File: config.mk
export PLATFORM = sky130hd
export DESIGN_NAME = random_excursion_variant_counter
export DESIGN_NICKNAME = d
export VERILOG_FILES = /design/src/hw/rtl/revc_pkg.sv /design/src/hw/rtl/random_excursion_variant_counter.sv /design/src/hw/rtl/revc_ram.sv /design/src/hw/rtl/revc_walk.sv /design/src/hw/rtl/revc_dump.sv
export SDC_FILE = /design/constraint.sdc
export NUM_CORES = 1
export LEC_CHECK = 0
export BUFFER_PORTS_ARGS = -buffer_cell sky130_fd_sc_hd__buf_2
export CORE_UTILIZATION = 35
export CTS_CLUSTER_SIZE = 25
export DETAILED_ROUTE_END_ITERATION = 8
export GPL_TIMING_DRIVEN = 0
export PLACE_DENSITY = 0.47
export SYNTH_ARGS = -nofsm -noshare
export SYNTH_HDL_FRONTEND = slang
export SYNTH_SLANG_ARGS = --single-unit
File: constraint.sdc
create_clock -name i_clk -period 10.2 [get_ports i_clk]
set_input_delay 1.53 -clock i_clk [delete_from_list [all_inputs] [get_ports i_clk]]
set_output_delay 1.53 -clock i_clk [all_outputs]
set_load 0.005 [all_outputs]
File: src/hw/rtl/revc_pkg.sv
package revc_pkg;

    // Number of reported walk states: -9..-1 and 1..9.
    localparam int NUM_STATES = 18;
    localparam int STATE_SPAN = 9;
    localparam int SLOT_W = 5;
    localparam int STATE_W = 5;
    localparam int MIN_CYCLES_RESET = 500;

    // Port request toward the visit-count memory; data travels beside it.
    typedef struct packed {
        logic              re;
        logic [SLOT_W-1:0] raddr;
        logic              we;
        logic [SLOT_W-1:0] waddr;
    } t_ram_ctl;

    // Maps a memory slot (0..17) to its walk state, two's complement.
    function automatic logic [STATE_W-1:0] state_of_slot(input logic [SLOT_W-1:0] slot);
        logic [STATE_W-1:0] s;
        if (slot < SLOT_W'(STATE_SPAN)) begin
            s = STATE_W'(slot) - STATE_W'(STATE_SPAN);
        end else begin
            s = STATE_W'(slot) - STATE_W'(STATE_SPAN - 1);
        end
        return s;
    endfunction

endpackage

File: src/hw/rtl/random_excursion_variant_counter.sv
// Random excursions variant counter: the counting stage of the random excursions
// variant test. Each input word carries one sequence bit; a 1 steps a walk sum up and
// a 0 steps it down. Returns to zero are counted as cycles, and visits to each walk
// state from -9 to 9 (zero excluded) are counted in an 18-entry memory. A word with
// last_bit set closes the open cycle if the sum is nonzero, and then 18 result words
// follow in state order -9..-1, 1..9, each with the visit count, the cycle total and an
// applicable flag (cycle total at least min_cycles); the eighteenth carries last_result.
// All run state is then cleared, while min_cycles keeps its value. The walk sum and all
// counters saturate at MAX_LEN. After reset the memory is zeroed one entry per cycle, and
// the input stalls until that is done. Input words are then taken one per clock while a
// run goes on: a word's visit counter is read from the memory at acceptance and written
// back incremented in the cycle after. After a last word the input stalls until the
// readout finishes: any pending write back lands, then each entry is read from the memory
// and loaded into the output register in state order. A last word that leaves the sum at
// zero or outside -9..9 has no write back. Output stalls that hold a loaded result word
// before the eighteenth has been loaded lengthen the readout. Results are taken from an
// output register, and the next run may start while the final result word still waits
// there. The erfc p-value computation is left to software.
module random_excursion_variant_counter #(
    parameter int MAX_LEN = 16777216
) (
    input  logic                                         i_clk,
    input  logic                                         i_rst_n,
    input  logic                                         i_cfg_we,
    input  logic [$clog2(MAX_LEN+1)-1:0]                 i_cfg_wdata,
    input  logic                                         i_valid,
    output logic                                         o_stall,
    input  logic                                         i_bit_req,
    input  logic                                         i_last_bit,
    output logic                                         o_valid,
    input  logic                                         i_stall,
    output logic signed [revc_pkg::STATE_W-1:0]          o_state_value,
    output logic [$clog2(MAX_LEN+1)-1:0]                 o_visit_count,
    output logic [$clog2(MAX_LEN+1)-1:0]                 o_cycle_total,
    output logic                                         o_applicable,
    output logic                                         o_last_result
);

    localparam int CNT_W = $clog2(MAX_LEN + 1);

    logic [CNT_W-1:0]   r_min_cycles;
    revc_pkg::t_ram_ctl walk_ctl, dump_ctl;
    logic [CNT_W-1:0]   walk_wdata, dump_wdata;
    logic [CNT_W-1:0]   ram_rdata;
    logic [CNT_W-1:0]   ram_wdata;
    logic [CNT_W-1:0]   cycles;
    logic               run;
    logic               clearing;
    logic               dump_done;
    logic               ram_re, ram_we;
    logic [revc_pkg::SLOT_W-1:0] ram_raddr, ram_waddr;

    // The user must write the threshold register only while the block is idle; the block itself does not enforce this.
    always_ff @(posedge i_clk) begin
        if (!i_rst_n) begin
            r_min_cycles <= CNT_W'(revc_pkg::MIN_CYCLES_RESET);
        end else if (i_cfg_we) begin
            r_min_cycles <= i_cfg_wdata;
        end
    end

    revc_walk #(
        .CNT_W   (CNT_W),
        .MAX_LEN (MAX_LEN)
    ) u_walk (
        .i_clk       (i_clk),
        .i_rst_n     (i_rst_n),
        .i_valid     (i_valid),
        .i_bit_req   (i_bit_req),
        .i_last_bit  (i_last_bit),
        .o_stall     (o_stall),
        .i_ram_rdata (ram_rdata),
        .o_ram_ctl   (walk_ctl),
        .o_ram_wdata (walk_wdata),
        .i_clear     (clearing),
        .i_dump_done (dump_done),
        .o_run       (run),
        .o_cycles    (cycles)
    );

    revc_dump #(
        .CNT_W (CNT_W)
    ) u_dump (
        .i_clk         (i_clk),
        .i_rst_n       (i_rst_n),
        .i_run         (run),
        .i_cycles      (cycles),
        .i_min_cycles  (r_min_cycles),
        .i_ram_rdata   (ram_rdata),
        .o_ram_ctl     (dump_ctl),
        .o_ram_wdata   (dump_wdata),
        .o_clear       (clearing),
        .o_done        (dump_done),
        .o_valid       (o_valid),
        .i_stall       (i_stall),
        .o_state_value (o_state_value),
        .o_visit_count (o_visit_count),
        .o_cycle_total (o_cycle_total),
        .o_applicable  (o_applicable),
        .o_last_result (o_last_result)
    );

    // The walk stage and the readout never use the memory in the same cycle:
    // input words are stalled for the clearing pass after reset and for the whole
    // readout, which starts only once the last word's write back has landed.
    assign ram_re    = walk_ctl.re || dump_ctl.re;
    assign ram_raddr = walk_ctl.re ? walk_ctl.raddr : dump_ctl.raddr;
    assign ram_we    = walk_ctl.we || dump_ctl.we;
    assign ram_waddr = walk_ctl.we ? walk_ctl.waddr : dump_ctl.waddr;
    assign ram_wdata = walk_ctl.we ? walk_wdata : dump_wdata;

    revc_ram #(
        .WIDTH (CNT_W),
        .DEPTH (revc_pkg::NUM_STATES)
    ) u_visit_ram (
        .i_clk   (i_clk),
        .i_re    (ram_re),
        .i_raddr (ram_raddr),
        .i_we    (ram_we),
        .i_waddr (ram_waddr),
        .i_wdata (ram_wdata),
        .o_rdata (ram_rdata)
    );

endmodule

File: src/hw/rtl/revc_ram.sv
module revc_ram #(
    parameter int WIDTH = 25,
    parameter int DEPTH = 18
) (
    input  logic                     i_clk,
    input  logic                     i_re,
    input  logic [$clog2(DEPTH)-1:0] i_raddr,
    input  logic                     i_we,
    input  logic [$clog2(DEPTH)-1:0] i_waddr,
    input  logic [WIDTH-1:0]         i_wdata,
    output logic [WIDTH-1:0]         o_rdata
);

    logic [WIDTH-1:0] r_mem [DEPTH];
    logic [WIDTH-1:0] r_rdata;

    // Read-first: a read and a write to the same entry on one edge return the old data.
    always_ff @(posedge i_clk) begin
        if (i_we) begin
            r_mem[i_waddr] <= i_wdata;
        end
        if (i_re) begin
            r_rdata <= r_mem[i_raddr];
        end
    end

    assign o_rdata = r_rdata;

endmodule

File: src/hw/rtl/revc_walk.sv
module revc_walk #(
    parameter int CNT_W   = 25,
    parameter int MAX_LEN = 16777216
) (
    input  logic                  i_clk,
    input  logic                  i_rst_n,
    input  logic                  i_valid,
    input  logic                  i_bit_req,
    input  logic                  i_last_bit,
    output logic                  o_stall,
    input  logic [CNT_W-1:0]      i_ram_rdata,
    output revc_pkg::t_ram_ctl    o_ram_ctl,
    output logic [CNT_W-1:0]      o_ram_wdata,
    input  logic                  i_clear,
    input  logic                  i_dump_done,
    output logic                  o_run,
    output logic [CNT_W-1:0]      o_cycles
);

    localparam int SUM_W = CNT_W + 1;
    localparam logic signed [SUM_W-1:0] SUM_MAX = SUM_W'(MAX_LEN);
    localparam logic signed [SUM_W-1:0] SUM_MIN = -SUM_MAX;
    localparam logic signed [SUM_W-1:0] SPAN_HI = SUM_W'(revc_pkg::STATE_SPAN);
    localparam logic signed [SUM_W-1:0] SPAN_LO = -SPAN_HI;
    localparam logic [CNT_W-1:0]        CNT_MAX = CNT_W'(MAX_LEN);

    logic signed [SUM_W-1:0]       r_sum, n_sum;
    logic [CNT_W-1:0]              r_cycles;
    logic                          r_dump;
    logic                          r_s1_valid;
    logic [revc_pkg::SLOT_W-1:0]   r_s1_slot;
    logic                          accept;
    logic                          in_range;
    logic                          cyc_inc;
    logic [revc_pkg::SLOT_W-1:0]   slot_lo, slot;

    // No word is taken while the memory is being cleared after reset.
    assign accept = i_valid && !r_dump && !i_clear;

    always_comb begin
        n_sum = r_sum;
        if (i_bit_req) begin
            if (r_sum != SUM_MAX) begin
                n_sum = r_sum + SUM_W'(1);
            end
        end else begin
            if (r_sum != SUM_MIN) begin
                n_sum = r_sum - SUM_W'(1);
            end
        end
    end

    assign in_range = (n_sum >= SPAN_LO) && (n_sum <= SPAN_HI) && (n_sum != '0);
    assign slot_lo  = n_sum[revc_pkg::SLOT_W-1:0];
    assign slot     = n_sum[SUM_W-1] ? slot_lo + revc_pkg::SLOT_W'(revc_pkg::STATE_SPAN)
                                     : slot_lo + revc_pkg::SLOT_W'(revc_pkg::STATE_SPAN - 1);

    // A return to zero closes a cycle; the last word closes the open cycle if any.
    // When the two coincide they close the same cycle, so one saturating increment covers both.
    assign cyc_inc = (n_sum == '0) || i_last_bit;

    always_ff @(posedge i_clk) begin
        if (!i_rst_n) begin
            r_sum      <= '0;
            r_cycles   <= '0;
            r_dump     <= 1'b0;
            r_s1_valid <= 1'b0;
        end else begin
            r_s1_valid <= accept && in_range;
            if (accept) begin
                r_sum <= i_last_bit ? '0 : n_sum;
                if (cyc_inc && (r_cycles < CNT_MAX)) begin
                    r_cycles <= r_cycles + CNT_W'(1);
                end
                if (i_last_bit) begin
                    r_dump <= 1'b1;
                end
            end
            if (i_dump_done) begin
                r_dump   <= 1'b0;
                r_cycles <= '0;
            end
        end
        if (accept) begin
            r_s1_slot <= slot;
        end
    end

    // Read at acceptance, saturating increment and write back in the following cycle.
    // Consecutive words always hit different slots, so the write never races a read.
    always_comb begin
        o_ram_ctl.re    = accept && in_range;
        o_ram_ctl.raddr = slot;
        o_ram_ctl.we    = r_s1_valid;
        o_ram_ctl.waddr = r_s1_slot;
    end

    assign o_ram_wdata = (i_ram_rdata < CNT_MAX) ? i_ram_rdata + CNT_W'(1) : i_ram_rdata;
    assign o_stall     = r_dump || i_clear;
    assign o_run       = r_dump && !r_s1_valid;
    assign o_cycles    = r_cycles;

endmodule

File: src/hw/rtl/revc_dump.sv
module revc_dump #(
    parameter int CNT_W = 25
) (
    input  logic                                i_clk,
    input  logic                                i_rst_n,
    input  logic                                i_run,
    input  logic [CNT_W-1:0]                    i_cycles,
    input  logic [CNT_W-1:0]                    i_min_cycles,
    input  logic [CNT_W-1:0]                    i_ram_rdata,
    output revc_pkg::t_ram_ctl                  o_ram_ctl,
    output logic [CNT_W-1:0]                    o_ram_wdata,
    output logic                                o_clear,
    output logic                                o_done,
    output logic                                o_valid,
    input  logic                                i_stall,
    output logic signed [revc_pkg::STATE_W-1:0] o_state_value,
    output logic [CNT_W-1:0]                    o_visit_count,
    output logic [CNT_W-1:0]                    o_cycle_total,
    output logic                                o_applicable,
    output logic                                o_last_result
);

    localparam logic [revc_pkg::SLOT_W-1:0] SLOT_END  = revc_pkg::SLOT_W'(revc_pkg::NUM_STATES);
    localparam logic [revc_pkg::SLOT_W-1:0] SLOT_LAST =
        revc_pkg::SLOT_W'(revc_pkg::NUM_STATES - 1);

    logic [revc_pkg::SLOT_W-1:0]  r_idx;
    logic [revc_pkg::SLOT_W-1:0]  r_pend_idx;
    logic                         r_pend;
    logic                         r_clear;
    logic                         r_out_valid;
    logic [revc_pkg::STATE_W-1:0] r_state;
    logic [CNT_W-1:0]             r_visits;
    logic [CNT_W-1:0]             r_total;
    logic                         r_appl;
    logic                         r_last;
    logic                         load;
    logic                         issue;

    // The memory output holds while no read is issued, so it serves as a skid stage.
    assign load  = r_pend && (!r_out_valid || !i_stall);
    assign issue = i_run && (r_idx != SLOT_END) && (!r_pend || load);

    always_ff @(posedge i_clk) begin
        if (!i_rst_n) begin
            r_idx       <= '0;
            r_pend      <= 1'b0;
            r_clear     <= 1'b1;
            r_out_valid <= 1'b0;
        end else begin
            if (issue) begin
                r_idx  <= r_idx + revc_pkg::SLOT_W'(1);
                r_pend <= 1'b1;
            end else if (load) begin
                r_pend <= 1'b0;
            end
            if (o_done) begin
                r_idx <= '0;
            end
            // After reset every entry is zeroed once, one per cycle.
            if (r_clear) begin
                if (r_idx == SLOT_LAST) begin
                    r_clear <= 1'b0;
                    r_idx   <= '0;
                end else begin
                    r_idx <= r_idx + revc_pkg::SLOT_W'(1);
                end
            end
            if (load) begin
                r_out_valid <= 1'b1;
            end else if (!i_stall) begin
                r_out_valid <= 1'b0;
            end
        end
        if (issue) begin
            r_pend_idx <= r_idx;
        end
        if (load) begin
            r_state  <= revc_pkg::state_of_slot(r_pend_idx);
            r_visits <= i_ram_rdata;
            r_total  <= i_cycles;
            r_appl   <= (i_cycles >= i_min_cycles);
            r_last   <= (r_pend_idx == SLOT_LAST);
        end
    end

    // Each entry is cleared by the same edge that reads it out.
    always_comb begin
        o_ram_ctl.re    = issue;
        o_ram_ctl.raddr = r_idx;
        o_ram_ctl.we    = issue || r_clear;
        o_ram_ctl.waddr = r_idx;
    end

    assign o_ram_wdata   = '0;
    assign o_clear       = r_clear;
    assign o_done        = load && (r_pend_idx == SLOT_LAST);
    assign o_valid       = r_out_valid;
    assign o_state_value = r_state;
    assign o_visit_count = r_visits;
    assign o_cycle_total = r_total;
    assign o_applicable  = r_appl;
    assign o_last_result = r_last;

endmodule

---- Word-level counts from Yosys, hierarchy flattened ----
Memory sizes are Yosys's and may differ from the RTL's. A register that Yosys moved wholly into a read port is not among the register bits.
Cells that the tools add are included.
operators by class
  equal/unequal tests ..................... 6
  $lt $le $gt $ge ......................... 6
  add/sub/neg operators ................... 9
  reduce and logical (&&, ||, !) cells .... 31
  shifts and indexed selects .............. 0
  muxes and demuxes ....................... 22
  bitwise operators ....................... 1
  multipliers ............................. 0
  divide/modulo/power cells ............... 0
operators with widths
  operator                                                                              count
  26-bit two-way mux                                                                    4
  25-bit by 1-bit adder with 25-bit output, second input constant                       2
  25-bit less-than comparator, second input constant                                    2
  25-bit two-way mux                                                                    2
  5-bit two-way mux                                                                     8
  26-bit by 2-bit adder with 26-bit output, second input constant                       1
  26-bit by 5-bit greater-or-equal comparator with 1-bit output, second input constant  1
  26-bit by 5-bit <= comparator with 1-bit output, second input constant                1
  26-bit zero test                                                                      1
  26-bit by 25-bit != test with 1-bit output, second input constant                     1
  26-bit != test, second input constant                                                 1
  26-bit nonzero test                                                                   1
  26-bit by 2-bit subtractor with 26-bit output, second input constant                  1
  25-bit greater-or-equal comparator                                                    1
  1-bit logical AND                                                                     11
  5-bit by 4-bit adder with 5-bit output, second input constant                         2
  5-bit == test, second input constant                                                  2
  5-bit by 4-bit subtractor with 5-bit output, second input constant                    2
  1-bit two-way mux                                                                     8
  1-bit logical OR                                                                      7
  1-bit zero test                                                                       6
  5-bit by 1-bit adder with 5-bit output, second input constant                         1
  5-bit by 4-bit less-than comparator with 1-bit output, second input constant          1
  5-bit != test, second input constant                                                  1
  other kinds (6)                                                                       7
word-level totals
  latch bits .............................. 0
  bits in read-only memories .............. 0
  word-level logic and storage cells ...... 92
  bits in writable memories ............... 450
  register bits ........................... 153
  output and inout port bits .............. 59
  memories ................................ 1
memories
  name               words  width  read ports  clocked after Yosys merged registers in  write ports  line            source
  u_visit_ram.r_mem  18     25     1           1                                        1            revc_ram.sv:14  logic [WIDTH-1:0] r_mem [DEPTH];

---- Logic depth before layout (Yosys ltp) ----
  depth in word-level cells ............... 9
  mapped depth ............................ 23

---- By module ----
From an unflattened synthesis, not the netlist that was laid out.
second synthesis, totals
  cell total of the unflattened synthesis .. 1819
  area, all modules ....................... 27694.1 sq um
modules (own cells, without submodules)
  module                            instances  area an instance (sq um)  cells an instance
  revc_ram                          1          18296.3                   830
  revc_walk                         1          4720.8                    615
  revc_dump                         1          3296.9                    254
  random_excursion_variant_counter  1          1380.1                    120

---- Worst setup path after synthesis ----
OpenSTA, ideal clock, no wires.
  path type ............................... in2reg
  start point ............................. input port i_stall
  end point ............................... register u_dump.r_idx[1] (netlist bit)
  required time ........................... 10.085 ns
  data arrival time ....................... 6.972 ns
  path slack .............................. 3.113 ns
  stages .................................. 6
  path buffers ............................ 0
  library setup time ...................... 0.115 ns
  path through ............................ a21boi_0 -> nand2_1 -> mux2_2 -> o21ai_0 -> o22ai_1 -> and2_1
on the way
  cells in the longest elaborated chain, start to end .. 6
  elaborated cells on any way between the ends .. 9
  classes of those cells .................. mux: 2; reduce/logical: 7
RTL lines
  what                                                            line                                    source
  start, declared                                                 random_excursion_variant_counter.sv:31  input logic i_stall,
  1-bit zero test *                                               revc_dump.sv:41                         assign load = r_pend && (!r_out_valid || !i_stall);
  1-bit logical OR *                                              revc_dump.sv:41
  1-bit logical AND *                                             revc_dump.sv:41
  1-bit logical AND / 1-bit logical OR (equally long branches)    revc_dump.sv:97, revc_dump.sv:42
  5-bit two-way mux / 1-bit logical AND (equally long branches)   revc_dump.sv:57, revc_dump.sv:42
  5-bit two-way mux / 3-bit nonzero test (equally long branches)  -
  end signal, assigned                                            revc_dump.sv:52                         r_idx <= r_idx + revc_pkg::SLOT_W'(1);
  end signal, assigned                                            revc_dump.sv:66                         r_idx <= r_idx + revc_pkg::SLOT_W'(1);
  end, declared                                                   revc_dump.sv:27                         logic [revc_pkg::SLOT_W-1:0] r_idx;
Every way passes the cells marked *; elsewhere a longest branch is shown, timed or not.
A chain may end at the register's enable or synchronous reset.

---- Worst setup path after layout ----
  start point ............................. input port i_bit_req
  end point ............................... register u_visit_ram.r_rdata[8] (netlist: u_visit_ram.o_rdata[8]) (read register of u_visit_ram.r_mem) (data pin)
on the way
  cells in the longest elaborated chain, start to end .. 6
  elaborated cells on any way between the ends .. 12
  classes of those cells .................. add/sub: 2; order compare: 2; mux: 3; reduce/logical: 5
RTL lines
  what                                                                                                                                     line                                                                              source
  start, declared                                                                                                                          random_excursion_variant_counter.sv:28                                            input logic i_bit_req,
  26-bit two-way mux *                                                                                                                     revc_walk.sv:42                                                                   if (i_bit_req) begin
  26-bit by 5-bit greater-or-equal comparator with 1-bit output / 26-bit by 5-bit <= comparator with 1-bit output (equally long branches)  revc_walk.sv:53                                                                   assign in_range = (n_sum >= SPAN_LO) && (n_sum <= SPAN_HI) && (n_sum != '0);
  1-bit logical AND (2 in a row)                                                                                                           revc_walk.sv:53
  1-bit logical AND                                                                                                                        revc_walk.sv:92                                                                   o_ram_ctl.re = accept && in_range;
  5-bit two-way mux / 1-bit logical OR (equally long branches)                                                                             random_excursion_variant_counter.sv:107, random_excursion_variant_counter.sv:106
  end, declared                                                                                                                            revc_ram.sv:15                                                                    logic [WIDTH-1:0] r_rdata;
Marks and branches as above.

==> impl_results.md <==
* Layout net count at 2443
* RSZ-0062 raised after global routing: false
* Worst-Skew Late Latency at 650 ps
* Syn Std Cell Area at 27700 µm²
* Post-detail-place hpwl at 59.2 mm
* Startpoint types: primary input
* PD cells at 177 nW/µm²
* # setup viols final at 0
* Multi-input logic area at 9040 µm²
* Die Y at 283 µm
* VDD IR max at 0.000114 V
* Cell count after placement at 3334
* Total Routing Usage GR at 21.2%
* Postcts setup bufs at 0
* Worst path slowest cell: a2111oi_0
* Crit path max fanout at 10
* Post-synthesis async set-or-reset flop share at 0%
* Placed cell area at 30100 µm²
* FF/Latch Area at 18000 µm²
* Maximum number of pins on one net before global-route repair at 26
* Post-synth EDFFs at 542
* Fin cells at 3472
* Core footprint at 78000 µm²
* Via count at 18600
* Worst Hold Class: reg2reg
* Mapped Nets at 2257
* #FFs+latches synth at 628
* Post-CTS sizing at 0
* First-pass GRT wire length at 125 mm
* Final Hold Fails at 0
* Antenna violations before repair at 0
* Worst-path clk slew at 60 ps
* Final period util at 70.4%
* I/O pins at 91
* Clk_skew at 38.1 ps
* Post-DRT Antenna Nets at 0
* Average size of a mapped cell at 12.7 µm²
* Row count at 102
* Syn Inst Count at 2184
* Max cap viols at 0
* Starting Density at 35.6%
* DR DRC count at 0
* Root Driver: clkbuf_16
* Final setup TNS at 0 ps
* RD Place Congestion at 0.871
* Worst EP required at 10540 ps
* Leakage power at 0.0108 µW
* Slew HR at 9.14%
* Area grow syn2layout at 17.1%
* CTS tree: built
* Synth cell types at 94
* Drt wl/cell at 24.5 µm
* Most common cell after layout, fill and taps aside: edfxtp_1
* Status: complete, no violations
* Clock buffer depth at 3
* Most frequent cells in the layout: edfxtp_1, nand2_1, nand3_1
* Max Clk Rate at 139 MHz
* Crit path time final at 7180 ps
* Port bufs at 87
* Die Span X at 283 µm
* Post-route cell area at 32500 µm²
* Post-DR vias/cell at 5.35
* Slowest stage delay, CP at 1110 ps
* Post-synthesis sequential area ratio at 64.9%
* Hold-fix buffers, CTS at 0
* Reg-to-reg slack, setup at 3400 ps
* H-tree lvl count at 3
* Die ar. at 80300 µm²
* Worst-Margin Slew at 1330 ps
* Ys flop type: edfxtp_1
* Worst-path cell chain: buf_2, nand4_1, or4_1, buf_2, o211a_1, a2111oi_0, nor4b_4, nand4_4, a2bb2oi_4, mux2i_2, and2_0, clkbuf_1, a32oi_1, nand3_1, nand3_1
* CP endpoint kind: flop
* Fill cell count at 7306
* Initial DRC count at 1590
* CTS sink cnt at 628
* Drt first pass iters at 7
* Number of global-route vias before repair at 18100
* Max Slew Vio Count at 0
* Cts bufs inserted at 74
* Critical Path AT at 7520 ps
* Share of layout cells above drive strength 1 at 14.6%
* Worst setup path category: in2reg
* Grt total ovfl at 0
* Detailed Route WL at 85.2 mm
* Ys Warns at 0
-- critical path, delay by kind of cell --
| family | cells | cell delay, ps |
|---|---|---|
| AOI/OAI and AO/OA | 4 | 1920 |
| buffers and inverters | 3 | 1030 |
| and+or+nand+nor | 7 | 2410 |
| muxes | 1 | 600 |
-- power breakdown --
group          internal, µW  switching, µW
sequential             2810           13.3
clock                  1480           1100
combinational           113            242
-- metrics by stage --
step / setup WS, ps / util, % / total power, µW / hold slack (ps)
floorplan: 3110 / - / 3090 / 406
global placement: -1170 / 37.8 / 3220 / 427
detailed placement: 2570 / 38.6 / 3230 / 426
CTS: 3220 / 41.6 / 5820 / 416
global route: 2880 / 41.6 / 5960 / 454
finish: 3020 / 41.6 / 5760 / 411
-- layout make-up --
class                   instances  area share (%)
diodes                          1         0.00771
multi-input cells            1375            27.9
clock inverters                38            1.13
well taps                    1040            4.01
flip-flops and latches        628            55.4
inverters                      54           0.624
clock buffers                  99            6.21
plain buffers                 127            1.93
repair buffers                110            2.78
-- kinds of logic after synthesis --
kind of cell	share of synthesized area (%)
and+or+nand+nor	15.4
DFF	64.9
AOI/OAI and AO/OA	7.43
buffers and inverters	3.00
muxes	5.49
xor gates and xnor gates	1.89
adders and majority gates	1.85
-- registers in the layout, summed over array words and instances (netlist names) --
| name | flops |
|---|---|
| u_visit_ram.r_mem | 450 |
| u_walk.r_sum | 26 |
| r_min_cycles | 25 |
| u_dump.o_cycle_total | 25 |
| u_dump.o_visit_count | 25 |
| u_visit_ram.o_rdata | 25 |
| u_walk.o_cycles | 25 |
| u_dump.o_state_value | 5 |
| u_dump.r_idx | 5 |
| u_dump.r_pend_idx | 5 |
| u_walk.r_s1_slot | 5 |
| u_dump.o_applicable | 1 |
| u_dump.o_clear | 1 |
| u_dump.o_last_result | 1 |
| u_dump.o_valid | 1 |
| u_dump.r_pend | 1 |
| u_walk.r_dump | 1 |
| u_walk.r_s1_valid | 1 |
-- metal layers --
layer	wire [µm]	up-vias	global-route usage, %	share of wire, %
li1	-	8545	-	-
met1	38400	9298	29.6	45
met2	39600	609	34.0	46
met3	5090	113	3.22	6.0
met4	2080	0	6.58	2.4
met5	0	-	0	0
-- Yosys cell counts, types with 21 or more instances --
master,count,area (µm²)
edfxtp_1,542,16300
nand2_1,337,1260
nand3_1,139,696
mux2i_1,118,1180
nor2_1,105,394
dfxtp_1,86,1720
clkbuf_1,56,210
inv_1,54,203
a32oi_1,51,447
buf_2,49,245
nand4_1,49,307
nor2b_1,45,282
ha_1,41,513
o21ai_0,40,200
and2_1,37,231
xnor2_1,35,307
a21oi_1,31,155
a31oi_1,25,156
xor2_1,23,201
nor3_1,21,105
-- path summary, 6_finish.rpt --
kind | cells after the start | from | to
hold reg to reg | 0 | u_dump.r_idx[3] | u_dump.r_pend_idx[3]
hold / removal | 0 | u_dump.r_idx[3] | u_dump.r_pend_idx[3]
setup reg to reg | 17 | u_walk.r_sum[5] | u_visit_ram.o_rdata[8]
setup / recovery | 15 | i_bit_req | u_visit_ram.o_rdata[8]
Power figures use the tool's default switching activity.
